==> src/rtl/vlprq_pkg.sv <==
// Shared types and codes of the packet ring queue.
`default_nettype none
package vlprq_pkg;

  localparam int HEADER_BYTES = 12;

  localparam logic [2:0] OP_PUSH_HEAD = 3'd0;
  localparam logic [2:0] OP_PUSH_BYTE = 3'd1;
  localparam logic [2:0] OP_FETCH     = 3'd2;
  localparam logic [2:0] OP_REMOVE    = 3'd3;
  localparam logic [2:0] OP_CLEAR     = 3'd4;

  localparam logic [2:0] ST_OK       = 3'd0;
  localparam logic [2:0] ST_EMPTY    = 3'd1;
  localparam logic [2:0] ST_NO_ROOM  = 3'd2;
  localparam logic [2:0] ST_TOO_LONG = 3'd3;
  localparam logic [2:0] ST_ORDER    = 3'd4;

  typedef enum logic [2:0] {
    K_PUSH_HEAD,
    K_PUSH_BYTE,
    K_FETCH,
    K_REMOVE,
    K_CLEAR,
    K_NOP
  } kind_t;

  typedef struct packed {
    kind_t        kind;
    logic [15:0]  identifier;
    logic [15:0]  length;
    logic [63:0]  timestamp;
    logic [7:0]   data_byte;
    logic         remove_after;
    logic [15:0]  capacity;
    logic [10:0]  remove_count;
  } cmd_t;

endpackage
`default_nettype wire

==> src/rtl/vlprq_front.sv <==
// Front end: classifies requests and holds them in a two-entry queue.
`default_nettype none
module vlprq_front import vlprq_pkg::*; (
  input  wire logic        clk,
  input  wire logic        rst,
  input  wire logic        start,
  output logic             busy,
  input  wire logic [2:0]  operation,
  input  wire logic [15:0] identifier,
  input  wire logic [15:0] length,
  input  wire logic [63:0] timestamp,
  input  wire logic [7:0]  data_byte,
  input  wire logic        remove_after,
  input  wire logic [15:0] capacity,
  input  wire logic [10:0] remove_count,
  output logic             cmd_valid,
  output cmd_t             cmd,
  input  wire logic        cmd_take
);

  cmd_t       q [2];
  logic       wr_ptr;
  logic       rd_ptr;
  logic [1:0] count;
  kind_t      kind;
  logic       push;

  always_comb begin
    case (operation)
      OP_PUSH_HEAD: kind = K_PUSH_HEAD;
      OP_PUSH_BYTE: kind = K_PUSH_BYTE;
      OP_FETCH:     kind = K_FETCH;
      OP_REMOVE:    kind = K_REMOVE;
      OP_CLEAR:     kind = K_CLEAR;
      default:      kind = K_NOP;
    endcase
  end

  assign busy      = (count == 2'd2);
  assign push      = start && !busy;
  assign cmd_valid = (count != 2'd0);
  assign cmd       = q[rd_ptr];

  always_ff @(posedge clk) begin
    if (push) begin
      q[wr_ptr] <= '{kind: kind, identifier: identifier, length: length,
                     timestamp: timestamp, data_byte: data_byte,
                     remove_after: remove_after, capacity: capacity,
                     remove_count: remove_count};
    end
    if (rst) begin
      wr_ptr <= 1'b0;
      rd_ptr <= 1'b0;
      count  <= 2'd0;
    end else begin
      if (push) wr_ptr <= !wr_ptr;
      if (cmd_take && cmd_valid) rd_ptr <= !rd_ptr;
      count <= count + 2'(push) - 2'(cmd_take && cmd_valid);
    end
  end

endmodule
`default_nettype wire

==> config.mk <==
export PLATFORM = sky130hd
export DESIGN_NAME = vlprq_front
export DESIGN_NICKNAME = d
export VERILOG_FILES = /design/src/rtl/vlprq_pkg.sv /design/src/rtl/vlprq_front.sv
export SDC_FILE = /design/constraint.sdc
export NUM_CORES = 1
export LEC_CHECK = 0
export ABC_AREA = 1
export BUFFER_PORTS_ARGS = -buffer_cell sky130_fd_sc_hd__buf_4
export CAP_MARGIN = 10
export CORE_UTILIZATION = 40
export DETAILED_ROUTE_END_ITERATION = 10
export PLACE_DENSITY_LB_ADDON = 0.05
export SLEW_MARGIN = 20
export SYNTH_ARGS = -nofsm -noshare
export SYNTH_HDL_FRONTEND = slang
export SYNTH_SLANG_ARGS = --single-unit
==> constraint.sdc <==
create_clock -name clk -period 16.3 [get_ports clk]
set_clock_uncertainty 0.05 [all_clocks]
set_input_delay 1.63 -clock clk [delete_from_list [all_inputs] [get_ports clk]]
set_output_delay 1.63 -clock clk [all_outputs]
set_load 0.1 [all_outputs]
=== Word level (Yosys, flattened, before mapping) ===
Memories as Yosys holds them, arrays and structs flattened. A register that Yosys moved wholly into a read port is not among the register bits.
Index checks and enable logic that the tools add are counted.

* Bits in registers: 4
* Memory bits (writable): 270
* Input bits: 139
* Output and inout bits: 137
* Word-level logic and storage cells: 23
* Memories kept: 1

* $add $sub $neg: 2
* Equality and inequality tests: 5
* Muxes and demuxes: 5
* Reduce and logical (&&, ||, !) cells: 7

{| class="wikitable"
|+ Memories
! memory !! words !! width !! rd ports !! clocked after Yosys merged registers in !! wr ports !! RTL line !! text
|-
| q || 2 || 135 || 1 || 1 || 1 || vlprq_front.sv:21 || <nowiki>cmd_t q [2];</nowiki>
|}

{| class="wikitable"
|+ Operators by type and width
! operator !! number
|-
| one-hot mux 3 bit (5 select lines) || 1
|-
| == test 3 x 2 -> 1 bit, second input constant || 2
|-
| 2-to-1 mux 1 bit || 4
|-
| == test 3 x 1 -> 1 bit, second input constant || 1
|-
| == test 3 bit, second input constant || 1
|-
| logical NOT 1 bit || 3
|-
| logical NOT 3 bit || 1
|-
| adder 2 x 1 -> 2 bit || 1
|-
| == test 2 bit, second input constant || 1
|-
| logical AND 1 bit || 2
|-
| nonzero test 2 bit || 1
|-
| subtractor 2 x 1 -> 2 bit || 1
|}

=== Longest topological paths before layout ===
Gate-level depths: netlist of run 1.

* Depth after elaboration: 5
* Gate-level depth with buffers: 11
* Mapped depth without buffers: 11

=== Worst setup path before layout of run 1 ===
OpenSTA, ideal clock, no wires.

* Path type: in2reg
* Start point: input port start
* End point: memory q[0][0] (netlist name), enable pin
* Library setup time: 0.630 ns
* Data arrival time: 7.306 ns
* Data required time: 15.620 ns
* Slack: 8.313 ns
* Stages: 2
* Path buffers: 0
* Path through: nand2_1 -> nor2_1

* Cells in the longest elaborated chain, start to end: 3

{| class="wikitable"
|+ Ends and longest elaborated chain
! what !! RTL line !! text
|-
| start, declared || vlprq_front.sv:6 || <nowiki>input wire logic start,</nowiki>
|-
| logical AND 1 bit || vlprq_front.sv:40 || <nowiki>assign push = start && !busy;</nowiki>
|-
| 2-to-1 mux 1 bit || vlprq_front.sv:45 || <nowiki>if (push) begin</nowiki>
|-
| 2-to-1 mux 1 bit (not written as such) || vlprq_front.sv:46 || <nowiki>q[wr_ptr] <= '{kind: kind, identifier: identifier, length: length,</nowiki>
|-
| end, declared || vlprq_front.sv:21 ||
|}

No other way between the ends.

==> impl_metrics.env, run 1 <==
export IMPL_ctsResizeCount=0
export IMPL_worst_path_max_fanout=60
export IMPL_ys_warn_count=0
export IMPL_crit_required_ns=14.62
export IMPL_p_sw_share_pct=44.62
export IMPL_die_w_um=161.7
export IMPL_gr_usage_all_layers_pct=14.69
export IMPL_drive_above_1_share_pct=58.87
export IMPL_finalSetupViolations=0
export IMPL_hp_class="reg -> reg"
export IMPL_setup_slack_ns=11.95
export IMPL_max_slew_margin_pct=35.13
export IMPL_port_buffers=275
export IMPL_arrival_ns=2.67
export IMPL_cts_root_buf="clkbuf_16"
export IMPL_r2r_cells=6
export IMPL_wl_per_cell_um=17.85
export IMPL_gp_routability_congestion=0.6990
export IMPL_worstMarginPinSlew_ns=0.9731
export IMPL_clockBufferDepth=3
export IMPL_n_antenna_cell=0
export IMPL_drc_errors=0
export IMPL_grt_setup_unrepaired="no"
export IMPL_p_per_area_nw_per_um2=206.1
export IMPL_fin_tns_setup_ns=0
export IMPL_cts_buffers=29
export IMPL_reg2reg_slack_ns=13.02
export IMPL_core_area_um2=25110
export IMPL_finalNonFillerCells=1108
export IMPL_pre_cts_ws_ns=11.76
export IMPL_pwr_share_seq_pct=33.5
export IMPL_grt_pass1_wl_um=29190
export IMPL_final_common_cell="buf_4"
export IMPL_whs_ns=0.4602
export IMPL_drt_pass1_iterations=4
export IMPL_routed_wirelength_um=19780
export IMPL_overflow=0
export IMPL_clk_pin_slew_worst_paths_ns=0.06
export IMPL_post_drt_via_cell_ratio=4.624
export IMPL_final_nets=899
export IMPL_timing_rr_start="count[0]$_SDFF_PP0_"
export IMPL_vias=5123
export IMPL_drv_cap=0
export IMPL_synth_area_per_cell_um2=22.04
export IMPL_ios=276
export IMPL_areaGrowthSynthToFinish_pct=32.15
export IMPL_cp_start_kind="flip-flop"
export IMPL_worst_hold_startpoint="rd_ptr$_SDFFE_PP0P_"
export IMPL_power_internal_uw=1540
export IMPL_final_cell_mix="buf_4, edfxtp_1, mux2_2"
export IMPL_synthesis_area_um2=10200
export IMPL_drv_slew=0
export IMPL_cts_sinks=275
export IMPL_antenna_found_initial=1
export IMPL_detail_route_antenna_nets=0
export IMPL_synthesis_nets=604
export IMPL_hold_viol_final=0
export IMPL_ys_types=14
export IMPL_p_total_uw=2780
export IMPL_p_leak_uw=0.005139
export IMPL_insertion_delay_ns=0.53
export IMPL_start_util_pct=40.64
export IMPL_grt_max_degree=71
export IMPL_fmax_ghz=0.2301
export IMPL_cts_tree="built"
export IMPL_vdd_drop_max_mv=0.1459
export IMPL_dieHeight_um=161.7
export IMPL_worstSetupPathType="reg -> out"
export IMPL_first_iter_violations=178
export IMPL_end_kind="primary output"
export IMPL_worstHoldPathCells=2
export IMPL_clkPwrFrac_pct=21.8
export IMPL_outcome="complete, no violations"
export IMPL_pwr_share_comb_pct=44.8
export IMPL_fin_crit_sh_pct=26.66
export IMPL_post_cts_setup_buffer_count=0
export IMPL_htreeDepth=1
export IMPL_seq_area_frac_synth_pct=80.43
export IMPL_postSynthCellCount=463
export IMPL_grt_pass1_vias=5403
export IMPL_place_inst=1057
export IMPL_r2r_end="q[0][64]$_DFFE_PP_"
export IMPL_cts_hold_buf=0
export IMPL_yosys_register_bits=275
export IMPL_p_sw_uw=1240
export IMPL_rows=58
export IMPL_die_area_um2=26160
export IMPL_finalCriticalPeriod_ns=4.346
export IMPL_dpl_hpwl_um=12910
==> registers in the layout, summed over array words and instances (netlist names), named ones only <==
register	flops
q	270
wr_ptr	1
rd_ptr	1
count	2
==> area by class of cell <==
cell class	count	area, um^2
Inverter	11	46.29
Clock buffer	36	752.0
Multi-Input combinational cell	161	1841
Clock inverter	15	120.1
Fill cell	2104	11620
Timing Repair Buffer	280	2102
Tap cell	330	412.9
Sequential cell	275	8212
==> worst max path at each step <==
stage                     slack (ns)                 end  depth (start not counted)
after floorplan                 8.31   q[0][0]$_DFFE_PP_                          2
after global placement         11.80  q[0][59]$_DFFE_PP_                          5
after detailed placement       11.76  q[0][61]$_DFFE_PP_                          5
after CTS                      11.91             cmd[20]                          3
after global routing           11.82             cmd[74]                          3
final                          11.95             cmd[37]                          3
==> cell usage after synthesis <==
cell type / instances / share of area (%)
inv_1: 11 / 0.40
nor2_1: 10 / 0.37
ha_1: 2 / 0.25
buf_6: 7 / 0.77
edfxtp_1: 270 / 79
a21o_1: 1 / 0.074
a21oi_1: 2 / 0.098
mux2_2: 85 / 9.4
clkbuf_1: 1 / 0.037
mux2_4: 50 / 7.4
nand3_1: 3 / 0.15
nand2_1: 8 / 0.29
dfxtp_1: 5 / 0.98
buf_2: 8 / 0.39
==> critical path: stages (launching register included) <==
cell	delay (ns)
dfxtp_4	0.64
buf_4	0.73
mux2_2	0.43
buf_4	0.23
==> logic make-up after synthesis <==
| logic type | count (synthesis) | synth area share, % |
|---|---|---|
| mux | 135 | 16.74 |
| fa+ha+maj | 2 | 0.2452 |
| flops | 275 | 80.43 |
| buf+inv | 27 | 1.606 |
| compound gates | 3 | 0.1717 |
| simple gates | 21 | 0.8092 |
==> per-layer routing <==
metal / global-route usage (%) / up-vias / part of all wire, %
met5: 0 / - / 0.076
met4: 4.288 / 2 / 2.3
met3: 5.516 / 35 / 9.2
met2: 25.67 / 188 / 50
met1: 16.75 / 2503 / 38
li1: - / 2395 / -
==> power groups by stage <==
stage	registers (uW)	logic, uW	clock network [uW]
after detailed placement	946	1250	0
after global placement	941	1250	0
final	930	1240	605
after floorplan	947	1030	0
after CTS	931	1260	624
after global routing	940	1280	649
==> metrics by stage <==
step,utilization (%),cell area [um^2]
after CTS,53.71,13490
after global placement,50.23,12610
after global routing,53.71,13490
after floorplan,-,10200
after detailed placement,50.23,12610
final,53.71,13490
(Power assumes the default switching activity.)
==> run 2, diff against run 1 <==
clock period = 4.3 ns   (was 16.3 ns; I/O delays follow)
==> run 2 against run 1 <==
Total power grew to 3.8 times the previous value; via count is 0.76% higher; critical path depth stayed put; global-route usage is 0.23 points higher; non-clock buffer count is 2 higher; critical endpoint is now cmd[134]; final area is 0.12% higher; die area stayed put; sequential share of layout area is 0.074 points lower; count of clock-buffer cells in the layout is 7 higher.
==> impl_metrics.env, run 2 (synthesis gave the netlist of run 1 again) <==
export IMPL_areaGrowthSynthToFinish_pct=32.31
export IMPL_post_drt_via_cell_ratio=4.655
export IMPL_fin_crit_sh_pct=71.91
export IMPL_detail_route_antenna_nets=0
export IMPL_cts_tree="built"
export IMPL_die_area_um2=26160
export IMPL_drive_above_1_share_pct=57.89
export IMPL_die_w_um=161.7
export IMPL_fmax_ghz=0.3234
export IMPL_worstMarginPinSlew_ns=1.075
export IMPL_cp_start_kind="flip-flop"
export IMPL_finalCriticalPeriod_ns=3.092
export IMPL_largest_reg_flops=270
export IMPL_cts_sinks=275
export IMPL_start_util_pct=40.64
export IMPL_clk_pin_slew_worst_paths_ns=0.06
export IMPL_finalNonFillerCells=1109
export IMPL_hp_class="in -> reg"
export IMPL_dpl_hpwl_um=12980
export IMPL_p_per_area_nw_per_um2=776.5
export IMPL_n_antenna_cell=0
export IMPL_htreeDepth=1
export IMPL_grt_setup_unrepaired="no"
export IMPL_final_common_cell="buf_4"
export IMPL_regMostFlops="q"
export IMPL_gr_usage_all_layers_pct=14.92
export IMPL_wl_per_cell_um=18.01
export IMPL_p_leak_uw=0.005126
export IMPL_p_total_uw=10480
export IMPL_drv_slew=0
export IMPL_grt_pass1_vias=5386
export IMPL_routed_wirelength_um=19970
export IMPL_hold_viol_final=0
export IMPL_vias=5162
export IMPL_post_cts_setup_buffer_count=0
export IMPL_drv_cap=0
export IMPL_fin_tns_setup_ns=0
export IMPL_cts_root_buf="clkbuf_16"
export IMPL_grt_pass1_wl_um=29740
export IMPL_cts_buffers=28
export IMPL_place_inst=1058
export IMPL_vdd_drop_max_mv=0.3921
export IMPL_finalSetupViolations=0
export IMPL_core_area_um2=25110
export IMPL_arrival_ns=2.61
export IMPL_end_kind="primary output"
export IMPL_overflow=0
export IMPL_rows=58
export IMPL_whs_ns=0.03379
export IMPL_worstSetupPathType="reg -> out"
export IMPL_outcome="complete, no violations"
export IMPL_clockBufferDepth=3
export IMPL_insertion_delay_ns=0.52
export IMPL_port_buffers=275
export IMPL_crit_required_ns=3.82
export IMPL_top_regs="q: 270 flops, count: 2 flops"
export IMPL_fill_cells=2073
export IMPL_gp_routability_congestion=0.7033
export IMPL_worst_path_max_fanout=69
export IMPL_final_nets=900
export IMPL_dieHeight_um=161.7
export IMPL_ctsResizeCount=0
export IMPL_ios=276
export IMPL_drt_pass1_iterations=6
export IMPL_cts_hold_buf=1
export IMPL_first_iter_violations=191
export IMPL_final_cell_mix="buf_4, edfxtp_1, mux2_2"
export IMPL_max_slew_margin_pct=28.33
export IMPL_grt_max_degree=100
export IMPL_drc_errors=0
export IMPL_antenna_found_initial=0
## run 2: final cells by class
class | instances | area (um^2) | area share [%]
clock buffer | 43 | 778.2 | 5.764
clock inverter | 7 | 55.05 | 0.4077
inverter | 11 | 46.29 | 0.3429
multi-input combinational | 161 | 1841 | 13.63
sequential | 275 | 8212 | 60.82
tap | 330 | 412.9 | 3.058
timing repair buffer | 282 | 2157 | 15.98
## run 2: where the power goes
part | internal, uW | leakage, uW | switching (uW)
registers | 3400 | 0.00256 | 174
logic | 1110 | 0.00216 | 3590
clock network | 1290 | 0.000402 | 914
total | 5810 | 0.00513 | 4680
## run 2: per-layer routing
metal	up-vias	track usage (%)	wire [um]	share of wire, %
li1	2404	-	-	-
met1	2548	17.02	7296	37
met2	182	26.27	10420	52
met3	28	5.771	1902	9.5
met4	0	3.602	358	1.8
met5	-	0	0	0
## run 2: per-stage QoR
step | utilization, % | setup slack, ns | cell area [um^2]
finish | 53.77 | 1.208 | 13500
floorplan | - | 0.5657 | 10210
global route | 53.77 | 1.084 | 13500
CTS | 53.77 | 1.160 | 13500
detailed placement | 50.41 | 1.732 | 12660
global placement | 50.41 | 1.747 | 12660
## run 2: path summary, 6_finish.rpt
| kind | from | end | slack, ns | cells after the start |
|---|---|---|---|---|
| worst max-delay path | flip-flop | cmd[134] | 1.21 | 3 |
| worst max register to register | count[0]$_SDFF_PP0_ | q[1][83]$_DFFE_PP_ | 1.91 | 5 |
| worst min-delay path | timestamp[26] | q[0][62]$_DFFE_PP_ | 0.03 | 1 |
| worst min register to register | rd_ptr$_SDFFE_PP0P_ | flip-flop | 0.45 | 2 |
## run 2: critical path, stage by stage (launching register included)
cell     delay [ns]
dfxtp_4        1.01
buf_12         0.35
mux2_2         0.38
buf_4          0.23
==> run 3, diff against run 2 <==
clock period = 3.2 ns   (was 4.3 ns; I/O delays follow)
==> run 3 against run 2 <==
Die area stayed put; wire length is 5.5% higher; critical path depth stayed put; utilization is 5.6 points higher; sequential power is 32% higher; count of clock-buffer cells in the layout is 6 lower; global-route usage is 1.1 points higher; hold slack worse by 0.0044 ns.
==> impl_metrics.env, run 3 (synthesis gave the netlist of run 1 again) <==
export IMPL_worst_path_max_fanout=62
export IMPL_whs_ns=0.02944
export IMPL_wl_per_cell_um=16.88
export IMPL_fmax_ghz=0.3826
export IMPL_grt_pass1_wl_um=32370
export IMPL_routed_wirelength_um=21070
export IMPL_gp_routability_congestion=0.7507
export IMPL_overflow=0
export IMPL_finalCriticalPeriod_ns=2.614
export IMPL_regMostFlops="q"
export IMPL_fin_tns_setup_ns=0
export IMPL_worstMarginPinSlew_ns=0.9515
export IMPL_timing_rr_start="count[0]$_SDFF_PP0_"
export IMPL_n_antenna_cell=0
export IMPL_core_area_um2=25110
export IMPL_rows=58
export IMPL_antenna_found_initial=0
export IMPL_first_iter_violations=216
export IMPL_hp_class="in -> reg"
export IMPL_final_nets=1036
export IMPL_cts_sinks=275
export IMPL_post_drt_via_cell_ratio=4.523
export IMPL_grt_setup_unrepaired="no"
export IMPL_fin_crit_sh_pct=81.67
export IMPL_clockBufferDepth=3
export IMPL_p_per_area_nw_per_um2=959.5
export IMPL_start_util_pct=40.64
export IMPL_reg2reg_slack_ns=1.02
export IMPL_drt_pass1_iterations=6
export IMPL_drv_cap=0
export IMPL_final_cell_mix="buf_4, edfxtp_1, dlygate4sd3_1"
export IMPL_grt_max_degree=73
export IMPL_arrival_ns=2.24
export IMPL_cts_hold_buf=135
export IMPL_vias=5645
export IMPL_hold_viol_final=0
export IMPL_cts_tree="built"
export IMPL_register_area_um2=8212
export IMPL_worstSetupPathType="reg -> out"
export IMPL_finalSetupViolations=0
export IMPL_fill_cells=1996
export IMPL_outcome="complete, no violations"
export IMPL_multi_input_area_um2=1841
export IMPL_drv_slew=0
export IMPL_gr_usage_all_layers_pct=15.97
export IMPL_dpl_hpwl_um=12960
export IMPL_final_common_cell="buf_4"
export IMPL_detail_route_antenna_nets=0
export IMPL_die_w_um=161.7
export IMPL_cp_start_kind="flip-flop"
export IMPL_dieHeight_um=161.7
export IMPL_ios=276
export IMPL_clk_pin_slew_worst_paths_ns=0.06
export IMPL_htreeDepth=1
export IMPL_largest_reg_flops=270
export IMPL_grt_pass1_vias=6132
export IMPL_p_leak_uw=0.005715
export IMPL_port_buffers=275
export IMPL_drc_errors=0
export IMPL_top_regs="q: 270 flops, count: 2 flops"
export IMPL_end_kind="primary output"
export IMPL_areaGrowthSynthToFinish_pct=45.97
export IMPL_cts_buffers=30
export IMPL_cts_root_buf="clkbuf_16"
export IMPL_die_area_um2=26160
export IMPL_insertion_delay_ns=0.53
export IMPL_max_slew_margin_pct=36.57
export IMPL_drive_above_1_share_pct=49.78
export IMPL_crit_required_ns=2.83
export IMPL_post_cts_setup_buffer_count=0
export IMPL_ctsResizeCount=0
export IMPL_vdd_drop_max_mv=0.6270
export IMPL_worst_hold_startpoint="start"
[run 3: cell count changes in the layout (fill, tap and decap cells not counted), sizes merged]
| cell | change |
|---|---|
| dlygate4sd3 | +134 |
| clkbuf | -6 |
| clkinvlp | +1 |
| inv | -1 |
| bufinv | -1 |
| clkinv | +12 |
[run 3: final timing paths]
kind,endpoint,depth (start not counted)
max,cmd[36],3
min,wr_ptr$_SDFFE_PP0P_,3
max reg2reg,q[1][95]$_DFFE_PP_,5
min reg2reg,rd_ptr$_SDFFE_PP0P_,2
[run 3: per-stage QoR]
stage	instances	cell area (um^2)	total power (uW)	util [%]	setup WS (ns)
6_report	1248	14900	14290	59.32	0.5865
5_1_grt	1248	14900	14780	59.32	0.4649
4_1_cts	1248	14900	14450	59.32	0.5456
3_5_place_dp	1058	12670	11250	50.46	0.9874
3_3_place_gp	1058	12670	11200	50.46	1.048
2_1_floorplan	463	10220	10010	-	0.1436
[run 3: area by class of cell]
type                            instances  area share (%)
Inverter                               11          0.3024
Timing Repair Buffer                  416           23.57
Sequential cell                       275           55.13
Multi-Input combinational cell        161           12.36
Clock buffer                           37           5.359
Clock inverter                         18          0.5124
Tap cell                              330           2.772
[run 3: metal layers]
metal	part of all wire (%)	GRT usage (%)	vias to the layer above
met5	0	0	-
met4	2.3	4.803	0
met1	40	18.76	2725
met2	51	28.35	199
li1	-	-	2679
met3	7.4	4.520	42
[run 3: worst max-delay path: stages (launching register included)]
cell	delay, ns
dfxtp_4	0.61
buf_12	0.35
mux2_2	0.41
buf_4	0.24
[run 3: power breakdown]
group	switching, uW	internal [uW]	total [uW]
Clock	1280	1750	3030
Combinational	4940	1600	6540
Sequential	158	4570	4730
